`config.mk`:
```
export PLATFORM = sky130hd
export DESIGN_NAME = polyphonic_voice_oscillator_mixer_unit
export DESIGN_NICKNAME = d
export VERILOG_FILES = /design/src/rtl/pvom_pkg.sv /design/src/rtl/polyphonic_voice_oscillator_mixer_unit.sv /design/src/rtl/pvom_cell.sv
export SDC_FILE = /design/constraint.sdc
export NUM_CORES = 2
export LEC_CHECK = 0
export BUFFER_PORTS_ARGS = -buffer_cell sky130_fd_sc_hd__buf_2
export CAP_MARGIN = 10
export CORE_MARGIN = 3
export CORE_UTILIZATION = 45
export CTS_CLUSTER_SIZE = 28
export DETAILED_ROUTE_END_ITERATION = 8
export GPL_ROUTABILITY_DRIVEN = 0
export SYNTH_ARGS = -nofsm -noshare
export SYNTH_HDL_FRONTEND = slang
export SYNTH_SLANG_ARGS = --single-unit
export TNS_END_PERCENT = 100
```
`constraint.sdc`:
```
create_clock -name i_clk -period 529.2 [get_ports i_clk]
set_clock_uncertainty 0.1 [all_clocks]
set_input_delay 79.38 -clock i_clk [delete_from_list [all_inputs] [get_ports i_clk]]
set_output_delay 79.38 -clock i_clk [all_outputs]
set_load 0.01 [all_outputs]
```
`src/rtl/pvom_pkg.sv`:
```
// shared constants for the polyphonic voice oscillator mixer
// no dependencies
package pvom_pkg;

    localparam int DEFAULT_VOICES     = 64;
    localparam int DEFAULT_PHASE_BITS = 24;

    localparam int KEY_W    = 11;
    localparam int STEP_W   = 24;
    localparam int LEVEL_W  = 8;
    localparam int CMD_W    = 2;
    localparam int SHAPE_W  = 2;
    localparam int SAMPLE_W = 8;

    localparam logic [CMD_W-1:0] CMD_NOTE_ON  = 2'd0;
    localparam logic [CMD_W-1:0] CMD_NOTE_OFF = 2'd1;
    localparam logic [CMD_W-1:0] CMD_TICK     = 2'd2;

    localparam logic [SHAPE_W-1:0] SHAPE_SQUARE  = 2'd0;
    localparam logic [SHAPE_W-1:0] SHAPE_SAW     = 2'd1;
    localparam logic [SHAPE_W-1:0] SHAPE_REV_SAW = 2'd2;

    localparam logic [SAMPLE_W-1:0] SAMPLE_MAX = 8'd255;

endpackage

```
`src/rtl/polyphonic_voice_oscillator_mixer_unit.sv`:
```
// channel | signals                                          | direction
// input   | i_in_valid o_in_stall i_cmd i_voice_key          | into block
//         | i_phase_step i_level                             |
// output  | o_out_valid i_out_stall o_sample                 | out of block
// config  | i_cfg_we i_cfg_wdata                             | into block
//
// every note on, note off or tick rotates the whole voice ring once, and a note
// off rotates it a second time when the key is found; after its transfer the
// input stays stalled for them, and for a tick also for its flush and output wait
// the ring rotation, one slot per cycle through a shared multiplier, sets the rate
// reset (synchronous, active low) empties the voice table and sets reverse sawtooth
// the input is stalled while a command is in work; a held result delays only a tick
//
// top level; depends on pvom_pkg and pvom_cell
module polyphonic_voice_oscillator_mixer_unit #(
    parameter int VOICES     = pvom_pkg::DEFAULT_VOICES,
    parameter int PHASE_BITS = pvom_pkg::DEFAULT_PHASE_BITS
) (
    input  logic                            i_clk,
    input  logic                            i_rst_n,
    input  logic                            i_in_valid,
    output logic                            o_in_stall,
    input  logic [pvom_pkg::CMD_W-1:0]      i_cmd,
    input  logic [pvom_pkg::KEY_W-1:0]      i_voice_key,
    input  logic [pvom_pkg::STEP_W-1:0]     i_phase_step,
    input  logic [pvom_pkg::LEVEL_W-1:0]    i_level,
    output logic                            o_out_valid,
    input  logic                            i_out_stall,
    output logic [pvom_pkg::SAMPLE_W-1:0]   o_sample,
    input  logic                            i_cfg_we,
    input  logic [pvom_pkg::SHAPE_W-1:0]    i_cfg_wdata
);

    localparam int CW = $clog2(VOICES + 1);
    localparam int AW = PHASE_BITS + 1 + pvom_pkg::LEVEL_W + CW;
    localparam int PW = PHASE_BITS + 1 + pvom_pkg::LEVEL_W;
    localparam logic [PHASE_BITS:0] PH_ONE  = (PHASE_BITS + 1)'(1) << PHASE_BITS;
    localparam logic [PHASE_BITS:0] PH_HALF = (PHASE_BITS + 1)'(1) << (PHASE_BITS - 1);
    localparam logic [CW-1:0] LAST_J = CW'(VOICES - 1);
    localparam logic [CW-1:0] VMAX   = CW'(VOICES);

    localparam logic [2:0] ST_IDLE  = 3'd0;
    localparam logic [2:0] ST_ON    = 3'd1;
    localparam logic [2:0] ST_OFF1  = 3'd2;
    localparam logic [2:0] ST_OFF2  = 3'd3;
    localparam logic [2:0] ST_TICK  = 3'd4;
    localparam logic [2:0] ST_FLUSH = 3'd5;
    localparam logic [2:0] ST_DONE  = 3'd6;

    logic [2:0]                    r_state, n_state;
    logic [CW-1:0]                 r_j, n_j;
    logic [CW-1:0]                 r_count, n_count;
    logic [CW-1:0]                 r_slot, n_slot;
    logic                          r_found, n_found;
    logic                          r_added, n_added;
    logic [pvom_pkg::SHAPE_W-1:0]  r_shape;
    logic [pvom_pkg::KEY_W-1:0]    r_key;
    logic [PHASE_BITS-1:0]         r_step;
    logic [pvom_pkg::LEVEL_W-1:0]  r_level;
    logic [pvom_pkg::KEY_W-1:0]    r_last_key;
    logic [PHASE_BITS-1:0]         r_last_step;
    logic [pvom_pkg::LEVEL_W-1:0]  r_last_level;
    logic [PHASE_BITS:0]           r_last_phase;
    logic                          r_s1_vld, r_s2_vld;
    logic [PHASE_BITS:0]           r_s1_phase;
    logic [pvom_pkg::LEVEL_W-1:0]  r_s1_level;
    logic [PW-1:0]                 r_prod;
    logic [AW-1:0]                 r_acc;
    logic                          r_out_valid;
    logic [pvom_pkg::SAMPLE_W-1:0] r_sample;
    logic                          r_flush;

    logic [pvom_pkg::KEY_W-1:0]    w_key   [VOICES+1];
    logic [PHASE_BITS-1:0]         w_step  [VOICES+1];
    logic [pvom_pkg::LEVEL_W-1:0]  w_level [VOICES+1];
    logic [PHASE_BITS:0]           w_phase [VOICES+1];

    logic [pvom_pkg::KEY_W-1:0]    tail_key;
    logic [PHASE_BITS-1:0]         tail_step;
    logic [pvom_pkg::LEVEL_W-1:0]  tail_level;
    logic [PHASE_BITS:0]           tail_phase;

    logic        shift;
    logic        in_accept;
    logic        head_act;
    logic        head_match;
    logic [31:0] step_ext;
    logic [PHASE_BITS:0] ph_sum, ph_new, wave;
    logic [AW-PHASE_BITS-1:0] whole;
    logic        out_free;

    assign in_accept  = i_in_valid && !o_in_stall;
    assign o_in_stall = (r_state != ST_IDLE);
    assign shift      = (r_state == ST_ON) || (r_state == ST_OFF1) ||
                        (r_state == ST_OFF2) || (r_state == ST_TICK);
    assign step_ext   = {{(32 - pvom_pkg::STEP_W){1'b0}}, i_phase_step};
    assign head_act   = (r_j < r_count);
    assign head_match = head_act && (w_key[0] == r_key);
    assign out_free   = !r_out_valid || !i_out_stall;

    genvar gi;
    generate
        for (gi = 0; gi < VOICES; gi++) begin : g_cell
            pvom_cell #(.PHASE_BITS(PHASE_BITS)) u_cell (
                .i_clk   (i_clk),
                .i_shift (shift),
                .i_key   (w_key[gi+1]),
                .i_step  (w_step[gi+1]),
                .i_level (w_level[gi+1]),
                .i_phase (w_phase[gi+1]),
                .o_key   (w_key[gi]),
                .o_step  (w_step[gi]),
                .o_level (w_level[gi]),
                .o_phase (w_phase[gi])
            );
        end
    endgenerate

    // phase advance of the head voice
    always_comb begin
        ph_sum = w_phase[0] + {1'b0, w_step[0]};
        ph_new = (ph_sum > PH_ONE) ? ph_sum - PH_ONE : ph_sum;
    end

    // tail of the ring: head wraps around, possibly replaced or its phase advanced
    always_comb begin
        tail_key   = w_key[0];
        tail_step  = w_step[0];
        tail_level = w_level[0];
        tail_phase = w_phase[0];
        case (r_state)
            ST_ON: begin
                if (r_j == r_count && !r_found && r_count < VMAX && r_step != '0) begin
                    tail_key   = r_key;
                    tail_step  = r_step;
                    tail_level = r_level;
                    tail_phase = '0;
                end
            end
            ST_OFF2: begin
                if (r_j == r_slot) begin
                    tail_key   = r_last_key;
                    tail_step  = r_last_step;
                    tail_level = r_last_level;
                    tail_phase = r_last_phase;
                end
            end
            ST_TICK: begin
                if (head_act) begin
                    tail_phase = ph_new;
                end
            end
            default: begin
            end
        endcase
    end

    assign w_key[VOICES]   = tail_key;
    assign w_step[VOICES]  = tail_step;
    assign w_level[VOICES] = tail_level;
    assign w_phase[VOICES] = tail_phase;

    always_comb begin
        case (r_shape)
            pvom_pkg::SHAPE_SQUARE: wave = (r_s1_phase <= PH_HALF) ? PH_ONE : '0;
            pvom_pkg::SHAPE_SAW:    wave = r_s1_phase;
            default:                wave = PH_ONE - r_s1_phase;
        endcase
        whole = r_acc[AW-1:PHASE_BITS];
    end

    always_comb begin
        n_state = r_state;
        n_j     = r_j;
        n_count = r_count;
        n_slot  = r_slot;
        n_found = r_found;
        n_added = r_added;
        case (r_state)
            ST_IDLE: begin
                n_j     = '0;
                n_found = 1'b0;
                n_added = 1'b0;
                if (in_accept) begin
                    case (i_cmd)
                        pvom_pkg::CMD_NOTE_ON:  n_state = ST_ON;
                        pvom_pkg::CMD_NOTE_OFF: n_state = ST_OFF1;
                        pvom_pkg::CMD_TICK:     n_state = ST_TICK;
                        default:                n_state = ST_IDLE;
                    endcase
                end
            end
            ST_ON: begin
                n_j = r_j + 1'b1;
                if (head_match) n_found = 1'b1;
                if (r_j == r_count && !r_found && r_count < VMAX && r_step != '0) begin
                    n_added = 1'b1;
                end
                if (r_j == LAST_J) begin
                    n_j     = '0;
                    n_state = ST_IDLE;
                    if (n_added) n_count = r_count + 1'b1;
                end
            end
            ST_OFF1: begin
                n_j = r_j + 1'b1;
                if (head_match && !r_found) begin
                    n_found = 1'b1;
                    n_slot  = r_j;
                end
                if (r_j == LAST_J) begin
                    n_j     = '0;
                    n_state = n_found ? ST_OFF2 : ST_IDLE;
                end
            end
            ST_OFF2: begin
                n_j = r_j + 1'b1;
                if (r_j == LAST_J) begin
                    n_j     = '0;
                    n_count = r_count - 1'b1;
                    n_state = ST_IDLE;
                end
            end
            ST_TICK: begin
                n_j = r_j + 1'b1;
                if (r_j == LAST_J) begin
                    n_j     = '0;
                    n_state = ST_FLUSH;
                end
            end
            ST_FLUSH: begin
                if (r_flush) n_state = ST_DONE;
            end
            ST_DONE: begin
                if (out_free) n_state = ST_IDLE;
            end
            default: n_state = ST_IDLE;
        endcase
    end

    always_ff @(posedge i_clk) begin
        if (!i_rst_n) begin
            r_state     <= ST_IDLE;
            r_j         <= '0;
            r_count     <= '0;
            r_found     <= 1'b0;
            r_added     <= 1'b0;
            r_shape     <= pvom_pkg::SHAPE_REV_SAW;
            r_s1_vld    <= 1'b0;
            r_s2_vld    <= 1'b0;
            r_out_valid <= 1'b0;
            r_flush     <= 1'b0;
        end else begin
            r_state  <= n_state;
            r_j      <= n_j;
            r_count  <= n_count;
            r_found  <= n_found;
            r_added  <= n_added;
            if (i_cfg_we) r_shape <= i_cfg_wdata;
            r_s1_vld <= (r_state == ST_TICK) && head_act;
            r_s2_vld <= r_s1_vld;
            r_flush  <= (r_state == ST_FLUSH) && !r_flush;
            if (r_state == ST_DONE && out_free) begin
                r_out_valid <= 1'b1;
            end else if (!i_out_stall) begin
                r_out_valid <= 1'b0;
            end
        end
    end

    always_ff @(posedge i_clk) begin
        r_slot <= n_slot;
        if (in_accept) begin
            r_key   <= i_voice_key;
            r_step  <= step_ext[PHASE_BITS-1:0];
            r_level <= i_level;
        end
        if (r_state == ST_OFF1 && r_j == r_count - 1'b1) begin
            r_last_key   <= w_key[0];
            r_last_step  <= w_step[0];
            r_last_level <= w_level[0];
            r_last_phase <= w_phase[0];
        end
        r_s1_phase <= ph_new;
        r_s1_level <= w_level[0];
        r_prod     <= PW'(r_s1_level) * PW'(wave);
        if (r_state == ST_IDLE) begin
            r_acc <= '0;
        end else if (r_s2_vld) begin
            r_acc <= r_acc + AW'(r_prod);
        end
        if (r_state == ST_DONE && out_free) begin
            r_sample <= (whole >= (AW - PHASE_BITS)'(pvom_pkg::SAMPLE_MAX))
                        ? pvom_pkg::SAMPLE_MAX : whole[pvom_pkg::SAMPLE_W-1:0];
        end
    end

    assign o_out_valid = r_out_valid;
    assign o_sample    = r_sample;

    a_count_range: assert property (@(posedge i_clk) disable iff (!i_rst_n)
        r_count <= VMAX) else $error("voice count beyond table size");

    a_tick_starts: assert property (@(posedge i_clk) disable iff (!i_rst_n)
        in_accept && i_cmd == pvom_pkg::CMD_TICK |=> r_state == ST_TICK)
        else $error("tick did not start a ring pass");

    a_count_step: assert property (@(posedge i_clk) disable iff (!i_rst_n)
        r_state == ST_IDLE && !in_accept |=> $stable(r_count))
        else $error("voice count changed while idle");

    a_result_only_done: assert property (@(posedge i_clk) disable iff (!i_rst_n)
        $rose(r_out_valid) |-> $past(r_state) == ST_DONE)
        else $error("result raised outside tick completion");

endmodule

```
`src/rtl/pvom_cell.sv`:
```
// one voice slot of the rotating voice ring
// depends on pvom_pkg
module pvom_cell #(
    parameter int PHASE_BITS = pvom_pkg::DEFAULT_PHASE_BITS
) (
    input  logic                         i_clk,
    input  logic                         i_shift,
    input  logic [pvom_pkg::KEY_W-1:0]   i_key,
    input  logic [PHASE_BITS-1:0]        i_step,
    input  logic [pvom_pkg::LEVEL_W-1:0] i_level,
    input  logic [PHASE_BITS:0]          i_phase,
    output logic [pvom_pkg::KEY_W-1:0]   o_key,
    output logic [PHASE_BITS-1:0]        o_step,
    output logic [pvom_pkg::LEVEL_W-1:0] o_level,
    output logic [PHASE_BITS:0]          o_phase
);

    logic [pvom_pkg::KEY_W-1:0]   r_key;
    logic [PHASE_BITS-1:0]        r_step;
    logic [pvom_pkg::LEVEL_W-1:0] r_level;
    logic [PHASE_BITS:0]          r_phase;

    always_ff @(posedge i_clk) begin
        if (i_shift) begin
            r_key   <= i_key;
            r_step  <= i_step;
            r_level <= i_level;
            r_phase <= i_phase;
        end
    end

    assign o_key   = r_key;
    assign o_step  = r_step;
    assign o_level = r_level;
    assign o_phase = r_phase;

endmodule
```
* Yosys cells after proc, flatten, opt, wreduce, memory -nomap -nowiden
Index checks and enable logic that the tools add are counted.
Operators by class: $add $sub $neg 7, multipliers 1, order comparisons 5, equality and inequality tests 25, mux-type cells 40, reduce and logical (&&, ||, !) cells 34
Operators with widths (number):
- 2-to-1 mux 25 bit | 5
- one-hot mux 25 bit (3 select lines) | 1
- one-hot mux 25 bit (2 select lines) | 1
- 2-to-1 mux 24 bit | 2
- one-hot mux 24 bit (2 select lines) | 1
- adder 40 x 33 -> 40 bit | 1
- multiplier 8 x 25 -> 33 bit | 1
- 2-to-1 mux 7 bit | 4
- one-hot mux 7 bit (2 select lines) | 2
- adder 25 x 24 -> 25 bit | 1
- greater-than comparator 25 bit, second input constant | 1
- <= comparator 25 x 24 -> 1 bit, second input constant | 1
- subtractor 25 bit, first input constant | 1
- subtractor 25 bit, second input constant | 1
- nonzero test 24 bit | 1
- 2-to-1 mux 11 bit | 2
- one-hot mux 11 bit (2 select lines) | 1
- equality test 7 bit | 3
- 2-to-1 mux 3 bit | 6
- one-hot mux 3 bit (6 select lines) | 1
- greater-or-equal comparator 16 x 8 -> 1 bit, second input constant | 1
- 2-to-1 mux 8 bit | 2
- one-hot mux 8 bit (2 select lines) | 1
- adder 7 x 1 -> 7 bit, second input constant | 2
- 29 further kinds | 69
Word-level totals: register bits 4609, output and inout bits 10, word-level logic and storage cells 391

* Depth between registers and ports, before layout
word-level depth 9, mapped depth 27, gate-level depth less buffers 27

* Cells and area by module
Synthesis repeated with hierarchy kept, for this count alone.
Second synthesis, totals: cells, all modules 6319, area total of the unflattened synthesis 149990.1 sq um
By module, submodules not included:
- pvom_cell | times used 64, cells each 68, area each 2042.0 sq um, seq. area each 2042.0 sq um
- polyphonic_voice_oscillator_mixer_unit | times used 1, cells each 1967, area each 19304.8 sq um, seq. area each 6406.1 sq um

* Least setup slack after synthesis
Ideal clock, no wire load.
path type register -> register, start point register r_state[2], end point register r_j[5], setup time 0.087 ns, arrival 231.979 ns, slack 297.034 ns, stages on the path, launching flop included 6, path buffers 0, period minus slack after synthesis 232.166 ns, cell sequence dfxtp_1 -> nor3_1 -> nor2_1 -> o21ai_0 -> or3_1 -> a21oi_1
On the way: cells in the longest elaborated chain, start to end 3
Ends and longest elaborated chain:
- start, declared | RTL line polyphonic_voice_oscillator_mixer_unit.sv:50 | logic [2:0] r_state, n_state;
- start signal, assigned | RTL line polyphonic_voice_oscillator_mixer_unit.sv:254 | r_state <= n_state;
- equality test 3 x 1 -> 1 bit (tied with other cells) | RTL line polyphonic_voice_oscillator_mixer_unit.sv:179 | case (r_state)
- OR reduction 4 bit (no line)
- one-hot mux 7 bit (2 select lines) / nonzero test 2 bit (equally long branches)
- end signal, assigned | RTL line polyphonic_voice_oscillator_mixer_unit.sv:255 | r_j <= n_j;
- end, declared | RTL line polyphonic_voice_oscillator_mixer_unit.sv:51 | logic [CW-1:0] r_j, n_j;
Parallel ways exist; a longest one is shown, timed or not. A chain may end at the register's enable or synchronous reset.

* Worst setup path in the final report
start point register r_state[1], end point output port o_in_stall
On the way: cells in the longest elaborated chain, start to end 1
Ends and longest elaborated chain:
- nonzero test 3 bit | RTL line polyphonic_voice_oscillator_mixer_unit.sv:93 | assign o_in_stall = (r_state != ST_IDLE);
- end, declared | RTL line polyphonic_voice_oscillator_mixer_unit.sv:22 | output logic o_in_stall,
No other way between the ends.

==> results by group <==
Layout
  – Syn-to-layout area delta: 13.8%
  – Final net count: 7137
  – Share of cells above drive strength 1: 0.113

STA
  – Unrepaired setup endpoints after global routing: false
  – Final TNS setup: 0 ns
  – Fin crit share: 0.154
  – Final Slew Violations: 0
  – Fin crit period: 81.69 ns
  – Final setup violating endpoints: 0
  – Final hold violation count: 0
  – Fmax: 12.2 MHz
  – Worst Max-Slew Pin Slew: 1.31 ns
  – Max_slew headroom: 0.128

Clocking
  – Hold-fix buffers at CTS: 0
  – Clk slew on worst S/H paths: 0.06 ns
  – Post-CTS Resized: 0
  – TritonCTS buffer count: 437
  – Worst skew pair latency: 0.96 ns
  – Clk sinks: 4609
  – Clock buffer depth: 4
  – Clk root buf: clkbuf_16
  – Postcts setup bufs: 0
  – CTS HTree Levels: 5
  – CTS tree: yes

Logic synthesis
  – Synth area leader: edfxtp_1
  – Synth warnings: 0
  – #FFs+latches synth: 4609
  – Syn Nets: 6649
  – Cells after synthesis: 6336
  – Top_reg_cell synth: edfxtp_1
  – Unique masters post-synth: 85
  – Sequential share of the synthesized area: 0.914
  – Post-synth EDFFs: 4478
  – Mapped Area: 0.150 mm²
  – Area contributors post-synth: edfxtp_1 (90%), fa_1 (1.9%), dfxtp_1 (1.7%)
  – Syn_area_per_cell: 23.7 µm²
  – Top cell type's share of synthesized area: 0.896
  – Async set or reset register ratio after synthesis: 0

Setup path
  – WP buf/inv: 3
  – Critical path origin: r_state[1]$_SDFFE_PN0P_
  – Critical Path Start Type: register
  – CP max stage delay: 0.75 ns
  – R2R setup slack: 521.51 ns
  – Crit-path slowest cell: dfxtp_1
  – Reg2reg end: r_prod[32]$_DFF_P_
  – Critical path required time: 449.72 ns
  – Cell family with most CP delay: flip-flops
  – Reg2Reg Launch Point: r_s1_phase[4]$_DFF_P_
  – Crit end category: output pin
  – CP arrival: 2.21 ns
  – Crit Path Class: reg2out
  – Crit-path max FO: 23
  – CP Cell Sequence: nor3_2 -> buf_4 -> inv_1 -> buf_2
  – Crit path depth: 4
  – Worst R2R Path Depth: 26

Drt
  – Final WL: 212000 µm
  – Vias per cell: 4.91
  – Avg WL per Cell: 18.3 µm
  – Initial DRT Pass Iterations: 6
  – Routed vias: 56700
  – DRC Markers: 0
  – DRT iter0 DRCs: 5774
  – Routed Antenna Nets: 0

Run status
  – Status: complete, no violations

Die
  – Chip height: 583 µm
  – Rows: 211
  – Core ar.: 0.331 mm²
  – Die width: 583 µm
  – Die ar.: 0.340 mm²
  – Initial Utilization: 0.453
  – IO Count: 62

Job
  – Number of max-cap violations: 0

GRT
  – First-pass GRT wire length: 331000 µm
  – Largest net degree at the start of global routing: 219
  – Remaining Overflow, GRT: 0
  – Global-route total usage across every layer: 0.123
  – Antenna violations before repair: 10
  – Vias in the first global route: 56500

Placement
  – Final HPWL DP: 112000 µm
  – I/O Buffers: 61

Min path
  – Hold Path Class: reg2reg
  – Cells on Worst Hold Path: 0
  – Min-Delay Startpoint: g_cell[8].u_cell.o_phase[5]$_DFFE_PP_
  – WHS Endpoint: g_cell[7].u_cell.o_phase[5]$_DFFE_PP_
==> worst max-delay path by stage <==
stage | end | slack (ns)
after detailed placement | o_out_valid$_SDFFE_PN0P_ | 447.79
after CTS | o_in_stall | 447.41
after global routing | o_in_stall | 447.35
after floorplan | r_j[5]$_SDFFE_PN0P_ | 297.03
after global placement | o_out_valid$_SDFFE_PN0P_ | 447.85
final | o_in_stall | 447.51
==> synth_stat cells, drive strengths merged, types with 25 or more instances <==
library cell,n
o21ai,75
nand2,115
xnor2,90
nand2b,26
a22oi,30
ha,121
fa,140
mux2i,25
nor3,27
nand3,29
xor2,31
a21oi,98
clkbuf,57
a21o,33
nor2,117
edfxtp,4478
a222oi,43
dfxtp,131
inv,229
nor2b,125
and2,56
==> cell usage in the layout (no fill, tap or decap), drive strengths merged, types with 33 or more instances in the layout <==
cell type     n
a21o         33
a21oi        98
a222oi       43
and2         56
buf         119
bufinv       58
clkbuf      522
clkinv      189
dfxtp       131
edfxtp     4478
fa          140
ha          121
inv         246
nand2       115
nor2        117
nor2b       125
o21ai        75
xnor2        90
==> per-stage QoR <==
| stage | instance area, µm² | setup WS (ns) | std cells | utilization | hold WS [ns] |
|---|---|---|---|---|---|
| finish | 171000 | 447.51 | 11600 | 0.516 | 0.218 |
| global route | 171000 | 447.35 | 11600 | 0.516 | 0.215 |
| CTS | 171000 | 447.41 | 11600 | 0.516 | 0.211 |
| detailed placement | 156000 | 447.79 | 10800 | 0.472 | 0.305 |
| global placement | 156000 | 447.85 | 10800 | 0.472 | 0.300 |
| floorplan | 150000 | 297.03 | 6336 | - | 0.264 |
==> sequential cells by signal (all words and copies together) (netlist names), 2 cells and up <==
signal,cells
r_last_key,11
g_cell.u_cell.o_phase,1600
r_count,7
r_last_step,24
r_j,7
r_last_phase,25
r_last_level,8
r_prod,33
r_key,11
r_s1_phase,25
r_level,8
g_cell.u_cell.o_key,704
g_cell.u_cell.o_level,512
r_acc,40
g_cell.u_cell.o_step,1536
r_s1_level,8
r_step,24
r_state,3
r_slot,7
o_sample,8
r_shape,2
==> cells by family after synthesis <==
kind of cell,share of synthesized area
AO/OA/AOI/OAI,0.0196
XOR/XNOR,0.00706
adder cells (fa/ha/maj),0.0288
buffers and inverters,0.00751
flip-flops,0.914
multiplexers,0.00174
AND/OR/NAND/NOR,0.0218
==> layout make-up <==
cell class,count,area [µm²]
Fill cell,25500,160000
Sequential cell,4609,137000
Multi-Input combinational cell,1427,11900
Clock buffer,522,11300
Tap cell,4366,5460
Clock inverter,284,3260
Inverter,230,863
Timing Repair Buffer,119,853
Antenna cell,5,12.5
==> per-layer routing <==
metal	global-route usage	wire length, µm	vias up
li1	-	-	25800
met1	0.194	103000	29100
met2	0.167	89600	1294
met3	0.0251	10800	462
met4	0.0486	7910	0
met5	0	0	-
Power is not shown: default switching activity piles up to over one toggle a cycle in this logic, so the estimate is an artifact.
